### src/rtl/core/search_bound_memo_table_assert.svh
// Assertion macros used by the search bound memo table RTL.
// Each macro expects clk and rst_n to be visible in the calling module.
`ifndef SEARCH_BOUND_MEMO_TABLE_ASSERT_SVH
`define SEARCH_BOUND_MEMO_TABLE_ASSERT_SVH

// Same-cycle implication, checked out of reset
`define SBMT_ASSERT_NOW(label, ante, cons, msg) \
    label: assert property (@(posedge clk) disable iff (!rst_n) (ante) |-> (cons)) \
        else $error(msg);

// Next-cycle implication, checked out of reset
`define SBMT_ASSERT_NEXT(label, ante, cons, msg) \
    label: assert property (@(posedge clk) disable iff (!rst_n) (ante) |=> (cons)) \
        else $error(msg);

`endif

### src/rtl/core/sbmt_pkg.sv
package sbmt_pkg;

    // Table geometry; entry count must be a power of two
    localparam int TABLE_ENTRIES = 256;
    localparam int IDX_W         = $clog2(TABLE_ENTRIES);
    localparam int KEY_W         = 64;
    localparam int BUDGET_W      = 10;
    localparam int BOUND_W       = 11;

    localparam logic [63:0] HASH_MIX = 64'h9e3779b97f4a7c15;

    typedef enum logic [1:0] {
        OP_PRUNE  = 2'd0,
        OP_RECORD = 2'd1,
        OP_BUDGET = 2'd2,
        OP_CLEAR  = 2'd3
    } op_t;

    typedef struct packed {
        op_t                 op;
        logic [KEY_W-1:0]    key_high;
        logic [KEY_W-1:0]    key_low;
        logic [BUDGET_W-1:0] budget;
        logic                outcome;
    } req_word_t;

    typedef struct packed {
        logic               found;
        logic               decided;
        logic               decided_value;
        logic [BOUND_W-1:0] required_budget;
    } rsp_word_t;

    // One table slot; bounds are two's complement, all ones meaning unknown
    typedef struct packed {
        logic [KEY_W-1:0]   key_high;
        logic [KEY_W-1:0]   key_low;
        logic [BOUND_W-1:0] least_success;
        logic [BOUND_W-1:0] greatest_fail;
    } entry_t;

    // Controller to datapath commands
    typedef struct packed {
        logic capture;
        logic commit;
    } cmd_t;

    // Slot index: low bits of hi ^ (lo + mix + (hi << 6) + (hi >> 2)).
    // Carries only run upward, so the low bits of the sum need low bits only.
    function automatic logic [IDX_W-1:0] slot_of(input logic [KEY_W-1:0] hi,
                                                 input logic [KEY_W-1:0] lo);
        logic [KEY_W-1:0] shl;
        logic [IDX_W-1:0] sum;
        shl = hi << 6;
        sum = lo[IDX_W-1:0] + HASH_MIX[IDX_W-1:0] + shl[IDX_W-1:0] + hi[IDX_W+1:2];
        return hi[IDX_W-1:0] ^ sum;
    endfunction

endpackage

### src/rtl/core/sbmt_ctrl.sv
module sbmt_ctrl
    import sbmt_pkg::*;
(
    input  logic clk,
    input  logic rst_n,
    input  logic req_valid,
    output logic req_ready,
    output logic rsp_valid,
    input  logic rsp_ready,
    output cmd_t cmd
);

`include "search_bound_memo_table_assert.svh"

    typedef enum logic [1:0] {
        S_IDLE = 2'b01,
        S_LOOK = 2'b10
    } state_t;

    state_t state_reg;
    state_t state_next;
    logic   rsp_valid_reg;
    logic   rsp_valid_next;

    // Issue commands: capture on accept, commit once the output slot is free
    always_comb
    begin
        req_ready   = (state_reg == S_IDLE);
        cmd.capture = req_valid && req_ready;
        cmd.commit  = (state_reg == S_LOOK) && (!rsp_valid_reg || rsp_ready);
    end

    // Advance the sequencer
    always_comb
    begin
        state_next = state_reg;
        case (state_reg)
            S_IDLE:
            begin
                if (cmd.capture)
                begin
                    state_next = S_LOOK;
                end
            end
            S_LOOK:
            begin
                if (cmd.commit)
                begin
                    state_next = S_IDLE;
                end
            end
            default:
            begin
                state_next = S_IDLE;
            end
        endcase
    end

    // Hold the response valid until taken
    always_comb
    begin
        rsp_valid_next = rsp_valid_reg;
        if (cmd.commit)
        begin
            rsp_valid_next = 1'b1;
        end
        else if (rsp_ready)
        begin
            rsp_valid_next = 1'b0;
        end
    end

    always_ff @(posedge clk or negedge rst_n)
    begin
        if (!rst_n)
        begin
            state_reg     <= S_IDLE;
            rsp_valid_reg <= 1'b0;
        end
        else
        begin
            state_reg     <= state_next;
            rsp_valid_reg <= rsp_valid_next;
        end
    end

    assign rsp_valid = rsp_valid_reg;

    `SBMT_ASSERT_NEXT(a_accept_to_look, req_valid && req_ready, state_reg == S_LOOK,
        "accepted word did not move to lookup")
    `SBMT_ASSERT_NEXT(a_commit_shows, cmd.commit, rsp_valid_reg,
        "committed word not presented")
    `SBMT_ASSERT_NEXT(a_stall_holds, state_reg == S_LOOK && rsp_valid_reg && !rsp_ready,
        state_reg == S_LOOK && rsp_valid_reg, "stalled lookup released early")
    `SBMT_ASSERT_NOW(a_no_capture_busy, state_reg == S_LOOK, !cmd.capture,
        "capture while a lookup is pending")

endmodule
### config.mk
export PLATFORM = sky130hd
export DESIGN_NAME = sbmt_ctrl
export DESIGN_NICKNAME = d
export VERILOG_FILES = /design/src/rtl/core/sbmt_pkg.sv /design/src/rtl/core/sbmt_ctrl.sv
export VERILOG_INCLUDE_DIRS = /design/src /design/src/rtl/core
export SDC_FILE = /design/constraint.sdc
export NUM_CORES = 1
export LEC_CHECK = 0
export ABC_AREA = 1
export ABC_CLOCK_PERIOD_IN_PS = 1800
export BUFFER_PORTS_ARGS = -buffer_cell sky130_fd_sc_hd__buf_2
export CAP_MARGIN = 20
export CORE_AREA = 2 2 39 41
export DETAILED_ROUTE_END_ITERATION = 10
export DIE_AREA = 0 0 41 43
export PLACE_DENSITY = 0.38
export SKIP_CTS_REPAIR_TIMING = 1
export SYNTH_ARGS = -nofsm -noshare
export SYNTH_HDL_FRONTEND = slang
export SYNTH_SLANG_ARGS = --single-unit
### constraint.sdc
create_clock -name clk -period 1.8 [get_ports clk]
set_clock_uncertainty 0.15 [all_clocks]
set_input_delay 0.18 -clock clk [delete_from_list [all_inputs] [get_ports clk]]
set_output_delay 0.18 -clock clk [all_outputs]
set_load 0.005 [all_outputs]
==> flow_metrics.py, run 1 <==
metrics = {
    "outcome": {
        "status": "complete, no violations",
    },
    "pwr": {
        "total_power_mw": 0.244,
        "irDropWorstVdd_mv": 0.338,
        "power.leakage_nw": 0.160,
        "power_density_nw_per_um2": 1030,
    },
    "die": {
        "initial_core_util_pct": 11.1,
        "io_pins": 8,
        "die-area_um2": 1760,
        "die_h_um": 43,
        "fp-row-count": 14,
        "die_w_um": 41,
        "core_area_um2": 1380,
    },
    "setup_path": {
        "critPathLaunchType": "flip-flop",
        "cp-end-kind": "output pin",
        "crit_type": "reg2out",
        "crit_fanout": 4,
        "cp_data_arrival_time_ns": 1.08,
        "worstPathRequired_ns": 1.47,
    },
    "clock_tree": {
        "clockRootBuffer": "clkbuf_4",
        "cts_buffers": 3,
        "cts_buffer_depth": 2,
        "tritoncts": "built",
        "htreeDepth": 1,
        "clk_latency_ns": 0.24,
        "clk_pin_slew_ns": 0.04,
        "clkSinkCount": 3,
    },
    "route": {
        "antenna_left": 0,
        "wl_um": 350,
        "dr.first_iter.drc_count": 0,
        "wl_per_cell_um": 7.14,
        "vias_per_cell": 3.00,
        "dr_total_vias": 147,
        "dr.pass1.iters": 1,
        "drc_errors": 0,
    },
    "timing": {
        "setup_viol": 0,
        "final_hold_viol_count": 0,
        "period_needed_ns": 1.41,
        "maxSlewViolCount": 0,
        "setup_ws_ns": 0.388,
        "fmax_mhz": 708,
        "relSlewSlack_pct": 91.0,
        "tns_ns": 0,
        "tightest_slew_ns": 0.134,
        "finalCritPeriodShare_pct": 78.4,
        "rsz0062_at_grt": "false",
    },
    "yosys": {
        "yosysTopAreaCell": "dfrtp_1",
        "yosysUniqueCellTypes": 7,
        "ys_warn_count": 0,
        "syn_inst": 22,
        "syn-cell-area_um2": 154,
        "synth.avg_cell_area_um2": 7.00,
        "yosys_register_bits": 3,
        "synth_fp_nets": 26,
        "ys_top_cells_by_area": "dfrtp_1 (33%), dfstp_2 (17%), inv_1 (17%)",
        "yosysSeqAreaShare_pct": 49.6,
        "synth_top_area_share_pct": 32.5,
    },
    "finish": {
        "syn_to_final_growth_pct": 54.5,
        "drive_gt1_share_pct": 36.4,
        "final_nets": 38,
        "num_antenna_cells": 0,
        "largest_reg_flops": 2,
    },
    "grt": {
        "antenna_found_initial": 0,
        "grt_pass1_vias": 138,
        "grt_max_degree": 5,
        "grt_pass1_wl_um": 531,
        "grt_overflow": 0,
        "grtUsageTotal_pct": 5.73,
    },
    "min_path": {
        "hold_path.class": "in2reg",
    },
    "place": {
        "pre_cts_ws_ns": 0.632,
        "place_hpwl_um": 255,
        "place.gp.congestion": 0.628,
        "io_buffers": 7,
    },
    "job": {
        "drv_cap": 0,
    },
}
==> where the power goes <==
group / internal, mW / switching [mW] / leakage (nW)
Sequential: 0.0778 / 0.00377 / 0.0367
Combinational: 0.0176 / 0.0211 / 0.108
Clock: 0.0834 / 0.0401 / 0.0150
==> critical path, stage by stage, from the launching register on <==
cell and delay, ns:
dfstp_2 0.52, inv_1 0.03, nand2_1 0.11, nor2_1 0.06, buf_2 0.12
==> area by class of cell <==
type	count	area, um^2
Clock buffer	4	26.3
Fill cell	156	1150
Inverter	7	26.3
Multi-Input combinational cell	11	43.8
Sequential cell	3	76.3
Tap cell	16	20.0
Timing Repair Buffer	8	45.0
==> per-stage QoR <==
| step | cells | instance area [um^2] | hold slack (ns) | util (%) |
|---|---|---|---|---|
| 6_report | 49 | 238 | 0.0185 | 17.2 |
| 2_1_floorplan | 22 | 154 | -0.266 | - |
| 5_1_grt | 49 | 238 | 0.0343 | 17.2 |
| 4_1_cts | 48 | 228 | -0.426 | 16.5 |
| 3_5_place_dp | 44 | 201 | -0.170 | 14.6 |
| 3_3_place_gp | 44 | 201 | -0.169 | 14.6 |
==> cells by family after synthesis <==
family                 synth area share (%)
flip-flops                             49.6
AND/OR/NAND/NOR                        28.5
buffers and inverters                  22.0
==> placed cells by master, fill, tap and decap left out <==
| master | synthesis | final |
|---|---|---|
| clkbuf_4 | 0 | 3 |
| dfrtp_1 | 2 | 2 |
| dfstp_2 | 1 | 1 |
| nand2_1 | 7 | 7 |
| dlygate4sd3_1 | 0 | 1 |
| clkbuf_1 | 0 | 1 |
| nor2_2 | 1 | 1 |
| inv_1 | 7 | 7 |
| buf_2 | 0 | 7 |
| nor2_1 | 3 | 3 |
==> synth_stat cells <==
library cell	number
nor2_2	1
buf_4	1
dfstp_2	1
inv_1	7
nand2_1	7
dfrtp_1	2
nor2_1	3
==> path summary, 6_finish.rpt <==
kind	startpoint	end	slack, ns	depth (start not counted)
setup / recovery	state_reg[0]	cmd[0]	0.39	4
hold / removal	req_valid	state_reg[1]	0.02	3
setup reg to reg	state_reg[0]	state_reg[1]	0.72	5
hold reg to reg	rsp_valid	rsp_valid	0.37	2
max in group asynchronous	rst_n	state_reg[0]	1.19	2
min in group asynchronous	rst_n	state_reg[1]	0.12	2
==> per-layer routing <==
layer | GRT usage [%] | wire length [um] | share of wire (%)
met5 | 0 | 0 | 0
met4 | 8.00 | 0 | 0
met3 | 6.28 | 43 | 12
met2 | 5.31 | 152 | 43
met1 | 5.16 | 154 | 44
Power figures use the tool's default switching activity.
==> run 2, diff against run 1 <==
--- a/config.mk
+++ b/config.mk
@@ -6,14 +6,14 @@
 export SDC_FILE = /design/constraint.sdc
 export NUM_CORES = 1
 export LEC_CHECK = 0
-export ABC_AREA = 1
-export ABC_CLOCK_PERIOD_IN_PS = 1800
+export ABC_AREA = 0
+export ABC_CLOCK_PERIOD_IN_PS = 1400
 export BUFFER_PORTS_ARGS = -buffer_cell sky130_fd_sc_hd__buf_2
 export CAP_MARGIN = 20
 export CORE_AREA = 2 2 39 41
 export DETAILED_ROUTE_END_ITERATION = 10
 export DIE_AREA = 0 0 41 43
-export PLACE_DENSITY = 0.38
+export PLACE_DENSITY = 0.37
 export SKIP_CTS_REPAIR_TIMING = 1
 export SYNTH_ARGS = -nofsm -noshare
 export SYNTH_HDL_FRONTEND = slang
==> constraint.sdc (replaced) <==
create_clock -name clk -period 1.4 [get_ports clk]
set_clock_uncertainty 0.15 [all_clocks]
set_input_delay 0.14 -clock clk [delete_from_list [all_inputs] [get_ports clk]]
set_output_delay 0.14 -clock clk [all_outputs]
set_load 0.005 [all_outputs]
==> run 2 against run 1 <==
Against the previous run: worst hold slack gained 0.059 ns; critical path depth shrank 2; synthesized area shrank 11%; global-route usage shrank 1.0 points; clock power grew 22%; die area is the same; non-clock buffer count grew 1; via count shrank 18%; sequential cell count is the same; final cell count shrank 18%; combinational power grew 34%; first-iteration DRC count is the same; critical path type unchanged; largest power group unchanged.
==> flow_metrics.py, run 2 <==
metrics = {
    "outcome": {
        "status": "complete, no violations",
    },
    "place": {
        "placed_area_um2": 185,
        "io_buffers": 7,
        "place_hpwl_um": 245,
        "pre_cts_ws_ns": 0.263,
        "place.gp.congestion": 0.496,
    },
    "finish": {
        "layout_common_cells": "buf_2 (7), clkbuf_4 (3), nor2b_1 (2), dlygate4sd3_1 (2), dfrtp_1 (2)",
        "num_antenna_cells": 0,
        "drive_gt1_share_pct": 50.0,
        "fill_cells": 159,
        "multiInputGateArea_um2": 61.3,
        "final_nets": 29,
        "syn_to_final_growth_pct": 73.6,
        "final_common_cell": "buf_2",
        "fin_area_um2": 239,
        "regArea_um2": 76.3,
        "largest_reg_flops": 2,
    },
    "clock_tree": {
        "clk_pin_slew_ns": 0.04,
        "clkSinkCount": 3,
        "cts_buffer_depth": 2,
        "cts_buffers": 3,
        "clockRootBuffer": "clkbuf_4",
        "htreeDepth": 1,
        "clk_latency_ns": 0.23,
        "tritoncts": "built",
    },
    "setup_path": {
        "cp_data_arrival_time_ns": 1.05,
        "reg2reg_slack_ns": 0.36,
        "crit_type": "reg2out",
        "cp-end-kind": "output pin",
        "crit_fanout": 3,
        "critPathLaunchType": "flip-flop",
        "worstPathRequired_ns": 1.11,
    },
    "timing": {
        "maxSlewViolCount": 0,
        "setup_ws_ns": 0.0607,
        "finalCritPeriodShare_pct": 95.7,
        "tightest_slew_ns": 0.146,
        "setup_viol": 0,
        "final_hold_viol_count": 0,
        "fmax_mhz": 747,
        "rsz0062_at_grt": "true",
        "relSlewSlack_pct": 90.3,
        "period_needed_ns": 1.34,
    },
    "die": {
        "die-area_um2": 1760,
        "die_w_um": 41,
        "io_pins": 8,
        "initial_core_util_pct": 9.95,
        "die_h_um": 43,
        "core_area_um2": 1380,
        "fp-row-count": 14,
    },
    "route": {
        "dr.first_iter.drc_count": 0,
        "wl_um": 325,
        "dr_total_vias": 121,
        "antenna_left": 0,
        "vias_per_cell": 3.03,
        "dr.pass1.iters": 1,
        "wl_per_cell_um": 8.13,
        "drc_errors": 0,
    },
    "yosys": {
        "yosysTopAreaCell": "dfrtp_1",
        "synth_top_area_share_pct": 36.4,
        "yosysUniqueCellTypes": 9,
        "yosys_register_bits": 3,
        "ys_warn_count": 0,
        "syn-cell-area_um2": 138,
        "synth_ff_type": "dfrtp_1",
        "synthTopCellsByCount": "dfrtp_1 (2), nand2b_1 (2), nor2b_1 (2)",
        "yosysSeqAreaShare_pct": 55.5,
        "synth.avg_cell_area_um2": 11.5,
        "postSynth.asyncResetShare_pct": 100,
        "synth_edf_count": 0,
        "syn_inst": 12,
        "synth_fp_nets": 16,
        "ys_top_cells_by_area": "dfrtp_1 (36%), dfstp_2 (19%), nand2b_1 (9.1%)",
    },
    "grt": {
        "grt_max_degree": 5,
        "grt_pass1_wl_um": 448,
        "grt_pass1_vias": 124,
        "grtUsageTotal_pct": 4.73,
        "antenna_found_initial": 0,
        "grt_overflow": 0,
    },
    "pwr": {
        "power_density_nw_per_um2": 1300,
        "power.leakage_nw": 0.122,
        "irDropWorstVdd_mv": 0.215,
    },
    "job": {
        "drv_cap": 0,
    },
    "min_path": {
        "hold_path.class": "in2reg",
    },
}
-- run 2: cell types whose count changed in the layout (fill, tap and decap cells not counted) --
cell,change
a2bb2oi_1,+1
and3b_1,+1
dlygate4sd3_1,+1
inv_1,-7
nand2_1,-6
nand2b_1,+1
nand2b_4,+1
nor2_1,-3
nor2_2,-1
nor2b_1,+2
o21bai_1,+1
-- run 2: cells by family (layout without fill, tap and decap cells) --
kind of cell	after synthesis	count (layout)	share of synthesized area, %
AO/OA/AOI/OAI	2	2	11.8
flip-flops	3	3	55.5
AND/OR/NAND/NOR	6	6	27.3
buffers and inverters	1	13	5.46
-- run 2: worst paths after layout --
kind                       cells after the start      endpoint    startpoint
max                                            2     req_ready  state_reg[0]
max in group asynchronous                      2  state_reg[0]         rst_n
min in group asynchronous                      2     rsp_valid         rst_n
min                                            3     rsp_valid     rsp_ready
min reg2reg                                    2     rsp_valid     rsp_valid
max reg2reg                                    2  state_reg[1]  state_reg[0]
-- run 2: cell type report --
cell class                      instances  share of cell area, %
Clock buffer                            4                   11.0
Multi-Input combinational cell          8                   25.7
Sequential cell                         3                   31.9
Tap cell                               16                   8.38
Timing Repair Buffer                    9                   23.0
-- run 2: layer usage --
metal / track usage (%) / wire, um / vias up
met5: 0 / 0 / -
met3: 3.14 / 59 / 0
li1: - / - / 65
met4: 8.00 / 0 / 0
met2: 4.69 / 118 / 8
met1: 4.53 / 148 / 48
-- run 2: stage by stage --
| step | utilization [%] | total power, mW | std cells | TNS [ns] | hold slack [ns] |
|---|---|---|---|---|---|
| 2_1_floorplan | - | 0.132 | 12 | 0 | -0.306 |
| 3_3_place_gp | 13.4 | 0.151 | 34 | 0 | -0.212 |
| 3_5_place_dp | 13.4 | 0.152 | 34 | 0 | -0.209 |
| 4_1_cts | 15.3 | 0.313 | 38 | 0 | -0.460 |
| 5_1_grt | 17.3 | 0.331 | 40 | -0.00230 | 0.0983 |
| 6_report | 17.3 | 0.310 | 40 | 0 | 0.0772 |
-- run 2: worst max-delay path, cell delays in order, from the launching register on --
cell,delay [ns]
dfstp_2,0.52
nor2b_1,0.16
buf_2,0.13
-- run 2: where the power goes --
part	switching [mW]	leakage [nW]	internal (mW)
Sequential	0.00794	0.0367	0.100
Clock	0.0436	0.0150	0.107
Combinational	0.0203	0.0707	0.0315
==> run 3, diff against run 2 <==
--- a/config.mk
+++ b/config.mk
@@ -7,12 +7,13 @@
 export NUM_CORES = 1
 export LEC_CHECK = 0
 export ABC_AREA = 0
-export ABC_CLOCK_PERIOD_IN_PS = 1400
+export ABC_CLOCK_PERIOD_IN_PS = 1300
 export BUFFER_PORTS_ARGS = -buffer_cell sky130_fd_sc_hd__buf_2
 export CAP_MARGIN = 20
 export CORE_AREA = 2 2 39 41
 export DETAILED_ROUTE_END_ITERATION = 10
 export DIE_AREA = 0 0 41 43
+export HOLD_SLACK_MARGIN = 0.15
 export PLACE_DENSITY = 0.37
 export SKIP_CTS_REPAIR_TIMING = 1
 export SYNTH_ARGS = -nofsm -noshare
==> constraint.sdc (replaced) <==
create_clock -name clk -period 1.3 [get_ports clk]
set_clock_uncertainty 0.15 [all_clocks]
set_input_delay 0.13 -clock clk [delete_from_list [all_inputs] [get_ports clk]]
set_output_delay 0.13 -clock clk [all_outputs]
set_load 0.005 [all_outputs]
==> run 3 against run 2 <==
Against the previous run: the run now ends with setup timing left; first-iteration DRC count grew 1; register-to-register slack lost 0.11 ns; wire length grew 14%; worst setup slack lost 0.11 ns; final cell count grew 2.5%; sequential share of layout area shrank 1.9 points; via count grew 12%; die area is the same.
==> flow_metrics.py, run 3 (synthesized netlist as in run 2, its figures left out) <==
metrics = {
    "outcome": {
        "status": "finished, violations left",
        "violations": "setup timing",
    },
    "setup_path": {
        "cp_data_arrival_time_ns": 1.06,
        "slowest_delay_ns": 0.53,
        "critPathLaunchType": "flip-flop",
        "timing.rr.end": "state_reg[0]",
        "crit_type": "reg2out",
        "critPathSlowestCell": "dfstp_2",
        "reg2reg_slack_ns": 0.25,
        "timing.rr.start": "state_reg[0]",
        "crit_chain": "nand2b_4 > nor2b_2 > buf_2",
        "worstPathRequired_ns": 1.02,
        "reg2regPathDepth": 2,
        "cp-end-kind": "output pin",
        "crit_fanout": 4,
    },
    "finish": {
        "syn_to_final_growth_pct": 84.5,
        "num_antenna_cells": 0,
        "regArea_um2": 76.3,
        "layout_common_cells": "buf_2 (7), clkbuf_4 (3), dlygate4sd3_1 (3)",
        "final_common_cell": "buf_2",
        "largest_reg_flops": 2,
        "multiInputGateArea_um2": 66.3,
        "fin_util_pct": 18.4,
        "drive_gt1_share_pct": 56.0,
        "fill_cells": 153,
        "final_nets": 30,
    },
    "pwr": {
        "p_int_mw": 0.261,
        "p_comb_share_pct": 18.1,
        "power.leakage_nw": 0.130,
        "swShare_pct": 23.3,
        "seq_power_share_pct": 34.5,
        "irDropWorstVdd_mv": 0.283,
        "total_power_mw": 0.340,
        "netSwitchingPower_mw": 0.0792,
        "power_density_nw_per_um2": 1340,
        "p_clk_share_pct": 47.3,
    },
    "place": {
        "io_buffers": 7,
        "pre_cts_ws_ns": 0.160,
        "place.gp.congestion": 0.490,
    },
    "clock_tree": {
        "cts_buffer_depth": 2,
        "clk_pin_slew_ns": 0.04,
        "cts_buffers": 3,
        "clk_latency_ns": 0.23,
        "tritoncts": "built",
        "clockRootBuffer": "clkbuf_4",
        "clkSinkCount": 3,
        "htreeDepth": 1,
    },
    "route": {
        "antenna_left": 0,
        "dr_total_vias": 135,
        "drc_errors": 0,
        "wl_um": 372,
        "vias_per_cell": 3.29,
        "dr.first_iter.drc_count": 1,
        "dr.pass1.iters": 4,
        "wl_per_cell_um": 9.07,
    },
    "die": {
        "die-area_um2": 1760,
        "core_area_um2": 1380,
        "die_w_um": 41,
        "initial_core_util_pct": 9.95,
        "io_pins": 8,
        "die_h_um": 43,
        "fp-row-count": 14,
    },
    "min_path": {
        "holdPathStages": 3,
        "min_from": "rsp_ready",
        "hold_path.class": "in2reg",
        "hold_path_end": "rsp_valid",
    },
    "grt": {
        "grtUsageTotal_pct": 4.73,
        "grt_overflow": 0,
        "antenna_found_initial": 0,
        "grt_max_degree": 5,
        "grt_pass1_vias": 115,
        "grt_pass1_wl_um": 462,
    },
    "timing": {
        "maxSlewViolCount": 0,
        "final_hold_viol_count": 0,
        "tightest_slew_ns": 0.161,
        "setup_viol": 3,
        "finalCritPeriodShare_pct": 103,
        "holdWs_ns": 0.0702,
        "rsz0062_at_grt": "true",
        "fmax_mhz": 744,
        "relSlewSlack_pct": 89.3,
        "period_needed_ns": 1.34,
        "setup_ws_ns": -0.0446,
    },
    "job": {
        "drv_cap": 0,
    },
}
## run 3: changes by cell type in the layout (fill, tap and decap cells not counted)
| cell | change |
|---|---|
| nor2b_2 | +2 |
| dlygate4sd3_1 | +1 |
| nor2b_1 | -2 |
## run 3: critical path, delay by kind of cell (launching register included)
| kind | cells | cell delay (ns) |
|---|---|---|
| buffers and inverters | 1 | 0.12 |
| flip-flops | 1 | 0.53 |
| AND/OR/NAND/NOR | 2 | 0.18 |
## run 3: power groups by stage
stage	sequential, mW	combinational [mW]	clock, mW
final	0.118	0.0616	0.161
after global routing	0.119	0.0695	0.178
after CTS	0.114	0.0492	0.171
after detailed placement	0.115	0.0490	0
after global placement	0.114	0.0484	0
after floorplan	0.115	0.0278	0
## run 3: how the worst max path moves through the flow
| stage | from | to | slack [ns] | cells past startpoint |
|---|---|---|---|---|
| final | state_reg[0] | cmd[0] | -0.04 | 3 |
| after global routing | state_reg[0] | cmd[1] | -0.1 | 2 |
| after CTS | state_reg[0] | cmd[0] | -0.09 | 3 |
| after detailed placement | state_reg[0] | cmd[0] | 0.16 | 3 |
| after global placement | state_reg[0] | cmd[0] | 0.18 | 3 |
| after floorplan | state_reg[0] | cmd[0] | 0.20 | 3 |
## run 3: final cells by class
class	count	share of cell area [%]
Tap cell	16	7.88
Clock buffer	4	10.3
Timing Repair Buffer	10	25.6
Multi-Input combinational cell	8	26.1
Sequential cell	3	30.0
## run 3: metrics by stage
| stage | setup TNS [ns] | std cells | area (um^2) |
|---|---|---|---|
| 2_1_floorplan | 0 | 12 | 138 |
| 3_3_place_gp | 0 | 34 | 185 |
| 3_5_place_dp | 0 | 34 | 185 |
| 4_1_cts | -0.174 | 38 | 211 |
| 5_1_grt | -0.239 | 41 | 254 |
| 6_report | -0.0850 | 41 | 254 |
## run 3: per-layer routing
layer	up-vias	track usage (%)	part of all wire [%]
met4	0	4.00	0
met1	58	5.18	46
met5	-	0	0
met3	0	6.28	18
li1	65	-	-
met2	12	4.06	36
